<file path="src/hdl/csvp_pkg.sv">
package csvp_pkg;

   // Parser state codes.
   localparam logic [1:0] ST_START      = 2'd0;
   localparam logic [1:0] ST_UNQUOTED   = 2'd1;
   localparam logic [1:0] ST_QUOTED     = 2'd2;
   localparam logic [1:0] ST_QUOTE_SEEN = 2'd3;

   // Special characters.
   localparam logic [7:0] CH_QUOTE = 8'h22;
   localparam logic [7:0] CH_LF    = 8'h0A;
   localparam logic [7:0] CH_CR    = 8'h0D;

   // Input item kinds.
   localparam logic KIND_DATA = 1'b0;
   localparam logic KIND_EOI  = 1'b1;

   // Result kinds.
   localparam logic [2:0] OK_CONTENT = 3'd0;
   localparam logic [2:0] OK_FIELD   = 3'd1;
   localparam logic [2:0] OK_RECORD  = 3'd2;
   localparam logic [2:0] OK_BLANK   = 3'd3;
   localparam logic [2:0] OK_EOI     = 3'd4;

   // Reset value of the delimiter register (tab).
   localparam logic [7:0] DELIM_RESET = 8'h09;

   // Parser state carried from one byte to the next.
   typedef struct packed {
      logic [1:0] pstate;
      logic       has_content;
      logic       skip_lf;
   } parse_state_type;

   // One result produced by the classifier.
   typedef struct packed {
      logic       valid;
      logic [2:0] kind;
      logic [7:0] data;
   } result_type;

endpackage

</file>
<file path="src/hdl/csvp_classify.sv">
module csvp_classify (
   input  csvp_pkg::parse_state_type cur_state,
   input  logic                      item_kind,
   input  logic [7:0]                item_byte,
   input  logic [7:0]                delimiter,
   output csvp_pkg::parse_state_type nxt_state,
   output csvp_pkg::result_type      result
);
   import csvp_pkg::*;

   logic [2:0] end_kind;
   logic       is_delim;

   assign end_kind = cur_state.has_content ? OK_RECORD : OK_BLANK;
   assign is_delim = (item_byte == delimiter);

   // Classify one byte against the current parser state.
   always_comb begin
      nxt_state         = cur_state;
      nxt_state.skip_lf = 1'b0;
      result.valid      = 1'b1;
      result.kind       = OK_CONTENT;
      result.data       = 8'd0;

      if (item_kind == KIND_EOI) begin
         // End of input closes any open record and restarts the stream.
         nxt_state.pstate      = ST_START;
         nxt_state.has_content = 1'b0;
         result.kind           = cur_state.has_content ? OK_RECORD : OK_EOI;
      end else if (cur_state.skip_lf && item_byte == CH_LF) begin
         // Second half of a CRLF pair is swallowed.
         result.valid = 1'b0;
      end else begin
         case (cur_state.pstate)
            ST_QUOTED: begin
               if (item_byte == CH_QUOTE) begin
                  nxt_state.pstate = ST_QUOTE_SEEN;
                  result.valid     = 1'b0;
               end else if (item_byte == CH_CR) begin
                  nxt_state.skip_lf = 1'b1;
                  result.data       = CH_LF;
               end else begin
                  result.data = item_byte;
               end
            end
            ST_QUOTE_SEEN: begin
               if (item_byte == CH_QUOTE) begin
                  nxt_state.pstate = ST_QUOTED;
                  result.data      = CH_QUOTE;
               end else if (is_delim) begin
                  nxt_state.pstate = ST_START;
                  result.kind      = OK_FIELD;
               end else if (item_byte == CH_LF || item_byte == CH_CR) begin
                  nxt_state.pstate      = ST_START;
                  nxt_state.has_content = 1'b0;
                  nxt_state.skip_lf     = (item_byte == CH_CR);
                  result.kind           = end_kind;
               end else begin
                  nxt_state.pstate = ST_UNQUOTED;
                  result.data      = item_byte;
               end
            end
            default: begin
               if (item_byte == CH_QUOTE && cur_state.pstate == ST_START) begin
                  nxt_state.has_content = 1'b1;
                  nxt_state.pstate      = ST_QUOTED;
                  result.valid          = 1'b0;
               end else if (is_delim) begin
                  nxt_state.has_content = 1'b1;
                  nxt_state.pstate      = ST_START;
                  result.kind           = OK_FIELD;
               end else if (item_byte == CH_LF || item_byte == CH_CR) begin
                  nxt_state.pstate      = ST_START;
                  nxt_state.has_content = 1'b0;
                  nxt_state.skip_lf     = (item_byte == CH_CR);
                  result.kind           = end_kind;
               end else begin
                  nxt_state.has_content = 1'b1;
                  nxt_state.pstate      = ST_UNQUOTED;
                  result.data           = item_byte;
               end
            end
         endcase
      end
   end

endmodule

</file>
<file path="src/hdl/csv_record_parser.sv">
// CSV record parser: classifies a byte stream under RFC 4180 quoting rules.
// Input channel (req_*): one byte or an end-of-input mark per transaction.
// Result channel (rsp_*): at most one result per input transaction: a content
// byte, a field end, a record end, a blank record or an end of input.
// Configuration channel (csr_*): writes the field delimiter; always ready.
// Write it only while no transaction is in flight.
// An accepted byte first waits in the input register, then loads the result
// register, which drives rsp_valid.
// Throughput: one byte per cycle while the receiver does not stall; the input
// register holds one byte while the result register holds one result.
// When the receiver stalls, the result register holds, the byte behind it
// stays in the input register, and req_ready drops until rsp_ready returns.
// Bytes that produce no result never occupy the result register.
// Reset clears both pipeline registers and the parser state and loads a tab
// as the delimiter.
module csv_record_parser (
   input  logic       clock,
   input  logic       reset,
   input  logic       req_valid,
   output logic       req_ready,
   input  logic       req_kind,
   input  logic [7:0] req_in_byte,
   output logic       rsp_valid,
   input  logic       rsp_ready,
   output logic [2:0] rsp_out_kind,
   output logic [7:0] rsp_out_byte,
   input  logic       csr_valid,
   output logic       csr_ready,
   input  logic [7:0] csr_delimiter
);
   import csvp_pkg::*;

   logic            in_valid_ff;
   logic            in_kind_ff;
   logic [7:0]      in_byte_ff;
   logic            out_valid_ff;
   logic [2:0]      out_kind_ff;
   logic [7:0]      out_byte_ff;
   logic [7:0]      delim_ff;
   parse_state_type state_ff;
   parse_state_type state_in;
   result_type      result;
   logic            out_free;
   logic            advance;

   assign csr_ready = 1'b1;

   // The input register moves on whenever the result register can take a value.
   assign out_free  = !out_valid_ff || rsp_ready;
   assign advance   = in_valid_ff && out_free;
   assign req_ready = !in_valid_ff || advance;

   csvp_classify u_classify (
      .cur_state (state_ff),
      .item_kind (in_kind_ff),
      .item_byte (in_byte_ff),
      .delimiter (delim_ff),
      .nxt_state (state_in),
      .result    (result)
   );

   // Delimiter register.
   always_ff @(posedge clock) begin
      if (reset) begin
         delim_ff <= DELIM_RESET;
      end else if (csr_valid && csr_ready) begin
         delim_ff <= csr_delimiter;
      end
   end

   // Input register.
   always_ff @(posedge clock) begin
      if (reset) begin
         in_valid_ff <= 1'b0;
      end else if (req_ready) begin
         in_valid_ff <= req_valid;
      end
   end

   always_ff @(posedge clock) begin
      if (req_valid && req_ready) begin
         in_kind_ff <= req_kind;
         in_byte_ff <= req_in_byte;
      end
   end

   // Parser state advances with each byte leaving the input register.
   always_ff @(posedge clock) begin
      if (reset) begin
         state_ff <= '{pstate: ST_START, has_content: 1'b0, skip_lf: 1'b0};
      end else if (advance) begin
         state_ff <= state_in;
      end
   end

   // Result register.
   always_ff @(posedge clock) begin
      if (reset) begin
         out_valid_ff <= 1'b0;
      end else if (out_free) begin
         out_valid_ff <= advance && result.valid;
      end
   end

   always_ff @(posedge clock) begin
      if (advance && result.valid) begin
         out_kind_ff <= result.kind;
         out_byte_ff <= result.data;
      end
   end

   assign rsp_valid    = out_valid_ff;
   assign rsp_out_kind = out_kind_ff;
   assign rsp_out_byte = out_byte_ff;

endmodule

</file>
<file path="config.mk">
export PLATFORM = sky130hd
export DESIGN_NAME = csv_record_parser
export DESIGN_NICKNAME = d
export VERILOG_FILES = /design/src/hdl/csvp_pkg.sv /design/src/hdl/csvp_classify.sv /design/src/hdl/csv_record_parser.sv
export SDC_FILE = /design/constraint.sdc
export NUM_CORES = 1
export LEC_CHECK = 0
export ABC_AREA = 1
export BUFFER_PORTS_ARGS = -buffer_cell sky130_fd_sc_hd__buf_2
export CAP_MARGIN = 25
export CORE_ASPECT_RATIO = 1.25
export CORE_MARGIN = 2
export CORE_UTILIZATION = 54
export DETAILED_ROUTE_END_ITERATION = 8
export PLACE_DENSITY = 0.76
export SLEW_MARGIN = 15
export SYNTH_ARGS = -nofsm -noshare
export SYNTH_HDL_FRONTEND = slang
export SYNTH_SLANG_ARGS = --single-unit
</file>
<file path="constraint.sdc">
create_clock -name clock -period 2 [get_ports clock]
set_clock_uncertainty 0.2 [all_clocks]
set_input_delay 0.2 -clock clock [delete_from_list [all_inputs] [get_ports clock]]
set_output_delay 0.2 -clock clock [all_outputs]
set_load 0.02 [all_outputs]
</file>
==> flow_summary.json, run 1 <==
{
  "area_delta_synth_final_pct": 31.5,
  "place_inst": 292,
  "p_leak_nw": 1.12,
  "path_clk_slew_ps": 60,
  "cp-start-kind": "flop",
  "antenna_left": 0,
  "end_kind": "flop",
  "final-setup-viol-count": 0,
  "outcome": "complete, but fails checks",
  "htree_levels": 2,
  "worstHoldPathType": "primary input to flop",
  "path_class": "flop to flop",
  "fin_nets": 310,
  "io_buffers": 34,
  "num_antenna_cells": 0,
  "synth_nets": 243,
  "critical_path_arrival_ps": 1680,
  "dr_total_vias": 1605,
  "synth_area_mm2": 0.00176,
  "first_pass_iters": 4,
  "final_cells": 326,
  "first_iter_violations": 43,
  "dp_slack_ps": 98.3,
  "cts_buffers": 5,
  "dpl.hpwl_um": 2680,
  "finalSetupTns_ps": 0,
  "drc": 0,
  "critPathMaxFanout": 13,
  "die_h_um": 67.8,
  "ios": 36,
  "ys_warn_count": 0,
  "cts_sinks": 34,
  "rows": 23,
  "timing.final.crit_share_pct": 91.5,
  "yosysTopAreaCell": "edfxtp_1",
  "critPathLaunch": "in_byte_ff[3]$_DFFE_PP_",
  "synth_top_cell_area_share_pct": 34.1,
  "p_per_area_mw_per_mm2": 653,
  "peakVddDrop_uv": 529,
  "postLayoutCoreUtil_pct": 73.1,
  "via_per_inst": 4.92,
  "grt_pass1_vias": 1494,
  "grt_pass1_wl_um": 6520,
  "clockBufferDepth": 2,
  "hold_viol": 1,
  "die_w_um": 55.1,
  "fmax_mhz": 546,
  "wl_um": 3960,
  "grt_max_degree": 14,
  "synth_cell_types": 26,
  "drv_cap": 0,
  "routabilityCongestion": 0.947,
  "worst_slack_ps": 170,
  "min_from": "csr_delimiter[1]",
  "finalCriticalPeriod_ps": 1830,
  "tritoncts": "done",
  "rsz0062_at_grt": "no",
  "synth_area_leaders": "edfxtp_1 (34%), dfxtp_1 (16%), nand2_1 (13%), inv_1 (6.6%), nand3_1 (4.3%)",
  "violations": "hold timing",
  "cts_root_buf": "clkbuf_8",
  "initial_core_util_pct": 55.6,
  "synth_area_per_cell_um2": 7.96,
  "track_usage_pct": 24.8,
  "drive_gt1_share_pct": 23.2,
  "worstPathRequired_ps": 1850,
  "nFillCells": 236,
  "grt_overflow": 0,
  "core_mm2": 0.00317,
  "dieArea_mm2": 0.00373,
  "ys_seq_area_share_pct": 50.1,
  "regToRegStartpoint": "in_byte_ff[3]$_DFFE_PP_",
  "slew_viol_final": 0,
  "synth_seq_cells": 34,
  "worstSkewPairLatency_ps": 290,
  "syn-instance-count": 221,
  "hold_slack_ps": -5.56,
  "antenna_found_initial": 0,
  "post_drt_wl_per_cell_um": 12.1
}
==> report_power, final <==
part | total, W | leakage, nW | switching [W] | internal [W]
sequential | 0.000810 | 0.308 | 0.0000242 | 0.000786
combinational | 0.000223 | 0.774 | 0.000121 | 0.000102
clock | 0.000478 | 0.0395 | 0.000231 | 0.000247
==> layer usage <==
layer / global-route usage, % / share of wire, % / vias to the layer above / wire length, um
li1: - / - / 845 / -
met1: 27.2 / 40 / 712 / 1580
met2: 44.2 / 53 / 38 / 2100
met3: 5.24 / 4.5 / 10 / 177
met4: 11.6 / 2.6 / 0 / 102
met5: 0 / 0 / - / 0
==> path summary, 6_finish.rpt <==
path	endpoint	slack (ps)	cells after the start
worst max register to register	rsp_out_byte[5]$_SDFFCE_PP0P_	170	10
worst max-delay path	rsp_out_byte[5]$_SDFFCE_PP0P_	170	10
worst min-delay path	delim_ff[1]$_SDFFE_PP0P_	-6	3
worst min register to register	delim_ff[5]$_SDFFE_PP0P_	280	2
==> synthesized netlist by cell type <==
master,number
nand2_1,61
inv_1,31
edfxtp_1,20
nor2_1,20
nand3_1,15
dfxtp_1,14
a21oi_1,11
o21ai_0,10
nand2_2,9
nand4_1,8
nor2_2,3
xnor2_1,3
nand2_4,2
nor2_4,2
a21boi_0,1
a21oi_2,1
and2_1,1
buf_4,1
buf_6,1
clkbuf_1,1
conb_1,1
inv_2,1
nand3_2,1
o211ai_1,1
o21ai_1,1
o22ai_1,1
==> repair_timing <==
| action | in CTS | in global routing |
|---|---|---|
| endpoints found under the hold margin | 19 | 0 |
| buffers inserted | 0 | 4 |
| resized for setup | 0 | 3 |
| endpoints found under the setup margin | 0 | 5 |
| hold buffers | 22 | 0 |
==> through the flow <==
stage | hold slack (ps) | power [W] | instance area [um2]
6_report | -5.56 | 0.00151 | 2310
5_1_grt | 30.3 | 0.00158 | 2310
4_1_cts | 3.85 | 0.00151 | 2280
3_5_place_dp | 178 | 0.00100 | 1980
3_3_place_gp | 176 | 0.000998 | 1980
2_1_floorplan | 69.1 | 0.000941 | 1760
==> cells by family (layout without fill, tap and decap cells) <==
group	after synthesis	after routing	synth area share [%]
buffers and inverters	35	103	8.11
and+or+nand+nor	122	122	32.1
other	1	1	0.213
xor gates and xnor gates	3	3	1.49
DFF	34	34	50.1
AOI/OAI and AO/OA	26	26	7.97
==> sequential cells by signal (all words and copies together), names as in the netlist <==
| register | flops |
|---|---|
| delim_ff | 8 |
| in_byte_ff | 8 |
| in_kind_ff | 1 |
| in_valid_ff | 1 |
| rsp_out_byte | 8 |
| rsp_out_kind | 3 |
| rsp_valid | 1 |
| state_ff | 4 |
==> critical path, stage by stage, from the launching register on <==
cell,delay (ps)
edfxtp_1,480
xnor2_1,180
nand2_1,60
nor2_1,170
nand2_4,150
nand2_1,90
nand2_1,50
nand2_1,50
nand3_1,60
nand2_1,60
inv_1,40
==> layout make-up <==
type | instances | area, um2 | share of cell area (%)
Clock buffer | 8 | 80.1 | 3.46
Inverter | 32 | 120 | 5.19
Multi-Input combinational cell | 152 | 743 | 32.1
Sequential cell | 34 | 881 | 38.1
Tap cell | 37 | 46.3 | 2.00
Timing Repair Buffer | 63 | 443 | 19.1
==> cells in the final DEF, fill, tap and decap left out, drive strengths merged <==
cell          n
nand2        72
buf          41
inv          32
nor2         25
dlygate4sd3  22
edfxtp       20
nand3        16
dfxtp        14
a21oi        12
o21ai        11
nand4         8
clkbuf        8
xnor2         3
a21boi        1
o211ai        1
and2          1
o22ai         1
conb          1
Note: power is estimated with default switching activity, not from simulation.
==> run 2, diff against run 1 <==
Settings changed: BUFFER_PORTS_ARGS -buffer_cell sky130_fd_sc_hd__buf_2 to -buffer_cell sky130_fd_sc_hd__buf_4, PLACE_DENSITY 0.76 to 0.79.
==> run 2 against run 1 <==
The flow now finishes without violations. Via count is 1.2% higher. Clock-buffer cell count stayed put. Cell count is 0.61% lower. Sequential share of layout area is 0.92 points lower. Core utilization is 1.8 points higher. Register-to-register slack worse by 70 ps. Flip-flop and latch count stayed put. Sequential power hardly changed. Maximum frequency is 3.7% lower. Critical endpoint unchanged. Largest cell class unchanged. Largest power group unchanged. Highest routed layer unchanged.
==> flow_summary.json, run 2 (synthesis gave the netlist of run 1 again) <==
{
  "outcome": "complete, no violations",
  "wl_um": 4040,
  "final-setup-viol-count": 0,
  "grt_overflow": 0,
  "final_cells": 324,
  "nFillCells": 232,
  "path_class": "flop to flop",
  "fin_nets": 308,
  "end_kind": "flop",
  "place_inst": 292,
  "path_clk_slew_ps": 70,
  "num_antenna_cells": 0,
  "antenna_found_initial": 0,
  "htree_levels": 2,
  "p_leak_nw": 1.13,
  "drc": 0,
  "track_usage_pct": 25.4,
  "p_per_area_mw_per_mm2": 647,
  "netSwitchingFraction_pct": 25.1,
  "drive_gt1_share_pct": 22.6,
  "pwr-share-clk_pct": 31.7,
  "tritoncts": "done",
  "finalCriticalPeriod_ps": 1900,
  "io_buffers": 34,
  "dr_total_vias": 1624,
  "cts_sinks": 34,
  "fmax_mhz": 526,
  "critPathMaxFanout": 13,
  "die_w_um": 55.1,
  "finalPower_w": 0.00154,
  "rsz0062_at_grt": "no",
  "die_h_um": 67.8,
  "comb_power_share_pct": 15.6,
  "via_per_inst": 5.01,
  "cts_root_buf": "clkbuf_8",
  "worstHoldPathType": "primary input to flop",
  "rows": 23,
  "worstSkewPairLatency_ps": 290,
  "area_delta_synth_final_pct": 34.8,
  "peakVddDrop_uv": 551,
  "clockBufferDepth": 2,
  "slew_viol_final": 0,
  "final_cell_mix": "nand2_1 (61), buf_4 (41), inv_1 (31)",
  "power_switching_w": 0.000386,
  "cts_buffers": 5,
  "final_common_cell": "nand2_1",
  "antenna_left": 0,
  "first_pass_iters": 4,
  "finalSetupTns_ps": 0,
  "drv_cap": 0,
  "cp-start-kind": "flop",
  "timing.final.crit_share_pct": 95.1,
  "hold_viol": 0,
  "dieArea_mm2": 0.00373,
  "grt_pass1_wl_um": 6620,
  "routabilityCongestion": 0.921,
  "grt_max_degree": 14,
  "dp_slack_ps": 99.1,
  "post_drt_wl_per_cell_um": 12.5,
  "worst_slack_ps": 99.0,
  "critical_path_arrival_ps": 1750,
  "ios": 36,
  "core_mm2": 0.00317,
  "worstPathRequired_ps": 1850,
  "cts_resized": 0,
  "initial_core_util_pct": 55.6,
  "seqPwrFrac_pct": 52.7,
  "grt_pass1_vias": 1507,
  "first_iter_violations": 48,
  "dpl.hpwl_um": 2790,
  "p_int_w": 0.00115
}
-- run 2: cell types whose count changed in the layout (fill, tap and decap cells not counted) --
cell / delta
nand2_4: -1
dlygate4sd3_1: -2
inv_2: -1
inv_1: +1
buf_2: -34
nor2_2: -1
nor2_1: +1
nand2_2: +1
buf_4: +34
-- run 2: area by class of cell --
| cell class | count | area (um2) | share of cell area, % |
|---|---|---|---|
| multi-input combinational | 152 | 736 | 31.0 |
| inverter | 32 | 120 | 5.07 |
| clock buffer | 8 | 80.1 | 3.38 |
| sequential | 34 | 881 | 37.2 |
| tap | 37 | 46.3 | 1.95 |
| timing repair buffer | 61 | 508 | 21.4 |
-- run 2: through the flow --
stage / area (um2) / hold WS (ps) / util, %
5_1_grt: 2370 / 9.57 / 74.9
6_report: 2370 / 18.6 / 74.9
3_5_place_dp: 2060 / 179 / 65.1
3_3_place_gp: 2060 / 179 / 65.1
4_1_cts: 2340 / 19.0 / 74.0
2_1_floorplan: 1760 / 69.1 / -
-- run 2: final timing paths --
kind         depth (start not counted)                      from                             to  slack, ps
max                                 12   in_byte_ff[1]$_DFFE_PP_  rsp_out_byte[5]$_SDFFCE_PP0P_        100
min reg2reg                          2  delim_ff[5]$_SDFFE_PP0P_       delim_ff[5]$_SDFFE_PP0P_        270
max reg2reg                         12   in_byte_ff[1]$_DFFE_PP_  rsp_out_byte[5]$_SDFFCE_PP0P_        100
min                                  3                 req_valid       in_valid_ff$_SDFFE_PP0N_         20
-- run 2: power groups by stage --
stage / registers [W] / clock network [W] / logic, W
after CTS: 0.000811 / 0.000493 / 0.000228
after detailed placement: 0.000826 / 0 / 0.000197
after floorplan: 0.000837 / 0 / 0.000104
after global routing: 0.000814 / 0.000531 / 0.000265
final: 0.000809 / 0.000486 / 0.000240
after global placement: 0.000825 / 0 / 0.000193
-- run 2: what timing repair did --
action,CTS,global route
endpoints found under the hold margin,18,0
hold buffers,20,0
setup endpoints to repair,0,1
buffers inserted,0,4
-- run 2: critical path, cell delays in order (launching register included) --
cell	delay (ps)
edfxtp_1	420
inv_1	150
nand2_1	80
nand2_1	70
nand2_1	70
nor2_1	130
nand2_2	190
nand2_1	110
nand2_1	50
nand2_1	60
nand3_1	70
nand2_1	60
inv_1	40
-- run 2: metal layers --
layer | wire length (um) | part of all wire [%] | track usage [%]
met5 | 0 | 0 | 0
met4 | 67 | 1.7 | 9.45
met3 | 196 | 4.8 | 6.99
met2 | 2180 | 54 | 44.8
met1 | 1590 | 39 | 28.3
==> run 3, diff against run 2 <==
Settings changed: CORE_ASPECT_RATIO 1.25 to not set.
==> run 3 against run 2 <==
Global-route usage shrank 0.32 points. Critical path type is now primary input to flop. Hold slack gained 230 ps. Core utilization grew 3.2 points. Clock power shrank 19%.
==> flow_summary.json, run 3 (synthesis gave the netlist of run 1 again) <==
{
  "dpl.hpwl_um": 2580,
  "p_per_area_mw_per_mm2": 605,
  "track_usage_pct": 25.0,
  "ios": 36,
  "drive_gt1_share_pct": 23.1,
  "slew_viol_final": 0,
  "r2r_slack_ps": 160,
  "initial_core_util_pct": 57.2,
  "end_kind": "flop",
  "fmax_mhz": 523,
  "htree_levels": 2,
  "reg2reg_depth": 10,
  "cp-start-kind": "primary input",
  "rows": 20,
  "worstSkewPairLatency_ps": 340,
  "hold_viol": 0,
  "min_from": "req_valid",
  "timing.final.crit_share_pct": 95.7,
  "routabilityCongestion": 0.865,
  "core_mm2": 0.00308,
  "first_iter_violations": 68,
  "clockBufferDepth": 2,
  "grt_pass1_wl_um": 6690,
  "path_clk_slew_ps": 100,
  "p_leak_nw": 1.15,
  "final_common_cell": "nand2_1",
  "postLayoutCoreUtil_pct": 78.1,
  "hold_depth": 3,
  "worst_slack_ps": 86.4,
  "worstPathRequired_ps": 2080,
  "outcome": "complete, no violations",
  "cts_sinks": 34,
  "dr_total_vias": 1656,
  "tritoncts": "done",
  "io_buffers": 34,
  "area_delta_synth_final_pct": 36.7,
  "rsz0062_at_grt": "yes",
  "critical_path_arrival_ps": 2000,
  "dp_slack_ps": 131,
  "drv_cap": 0,
  "die_h_um": 61.1,
  "holdPathEnd": "in_kind_ff$_DFFE_PP_",
  "grt_pass1_vias": 1493,
  "critPathMaxFanout": 10,
  "final_cell_mix": "nand2_1 (61), buf_4 (39), inv_1 (31), dlygate4sd3_1 (25), edfxtp_1 (20)",
  "antenna_found_initial": 0,
  "fin_nets": 311,
  "grt_overflow": 0,
  "via_per_inst": 4.96,
  "finalCriticalPeriod_ps": 1910,
  "dieArea_mm2": 0.00373,
  "first_pass_iters": 4,
  "cts_buffers": 5,
  "reg2reg_to": "rsp_out_byte[5]$_SDFFCE_PP0P_",
  "cts_root_buf": "clkbuf_4",
  "peakVddDrop_uv": 604,
  "num_antenna_cells": 0,
  "worstHoldPathType": "primary input to flop",
  "drc": 0,
  "final-setup-viol-count": 0,
  "antenna_left": 0,
  "regToRegStartpoint": "in_byte_ff[6]$_DFFE_PP_",
  "wl_um": 4120,
  "path_class": "primary input to flop",
  "post_drt_wl_per_cell_um": 12.3,
  "die_w_um": 61.1,
  "grt_max_degree": 14
}
==> run 3: cell types whose count changed in the layout (fill, tap and decap cells not counted), sizes merged <==
cell / previous run / this run
buf: 41 / 39
clkbuf: 8 / 7
clkinv: 0 / 1
dlygate4sd3: 20 / 25
==> run 3: how the worst max path moves through the flow <==
stage	depth (start not counted)	slack, ps	from	to
after CTS	10	110	in_byte_ff[6]$_DFFE_PP_	rsp_out_byte[5]$_SDFFCE_PP0P_
after global placement	12	160	in_byte_ff[5]$_DFFE_PP_	rsp_out_byte[5]$_SDFFCE_PP0P_
after floorplan	3	250	rsp_valid$_SDFFE_PP0P_	rsp_out_byte[0]$_SDFFCE_PP0P_
after global routing	6	-5	in_byte_ff[2]$_DFFE_PP_	rsp_out_byte[1]$_SDFFCE_PP0P_
final	6	90	reset	delim_ff[2]$_SDFFE_PP0P_
after detailed placement	10	130	in_byte_ff[6]$_DFFE_PP_	rsp_out_byte[5]$_SDFFCE_PP0P_
==> run 3: metrics by stage <==
stage	hold WS [ps]	cell area, um2	total power (W)	std cells	setup TNS, ps
after floorplan	69.1	1760	0.000941	221	0
after global placement	178	2060	0.00102	298	0
after detailed placement	179	2060	0.00102	298	0
after global routing	254	2400	0.00152	334	-22.0
final	248	2400	0.00146	334	0
after CTS	243	2370	0.00144	331	0
==> run 3: worst max-delay path: stages <==
cell           delay, ps
dlygate4sd3_1        560
buf_4                170
inv_1                250
o21ai_0              150
nor2_1               100
dlygate4sd3_1        560
==> run 3: report_power, final <==
| group | internal (W) | switching (W) | total, W |
|---|---|---|---|
| Combinational | 0.000122 | 0.000130 | 0.000252 |
| Clock | 0.000170 | 0.000225 | 0.000395 |
| Sequential | 0.000785 | 0.0000241 | 0.000809 |
| Total | 0.00108 | 0.000379 | 0.00146 |
==> run 3: what timing repair did <==
item | CTS | global route
hold buffers | 25 | 0
setup buffers | 0 | 3
setup endpoints to repair | 0 | 13
endpoints found under the hold margin | 20 | 0
resized for setup | 0 | 3
==> run 3: layout make-up <==
type,instances,area [um2]
flip-flops and latches,34,881
repair buffers,64,543
well taps,44,55.1
clock buffers,7,55.1
multi-input cells,152,746
fillers,207,673
clock inverters,1,5.00
inverters,32,120
==> run 3: metal layers <==
| layer | global-route usage (%) | share of wire, % |
|---|---|---|
| met5 | 0 | 0 |
| met4 | 6.21 | 1.7 |
| met1 | 30.7 | 42 |
| met2 | 43.6 | 52 |
| met3 | 6.93 | 4.5 |
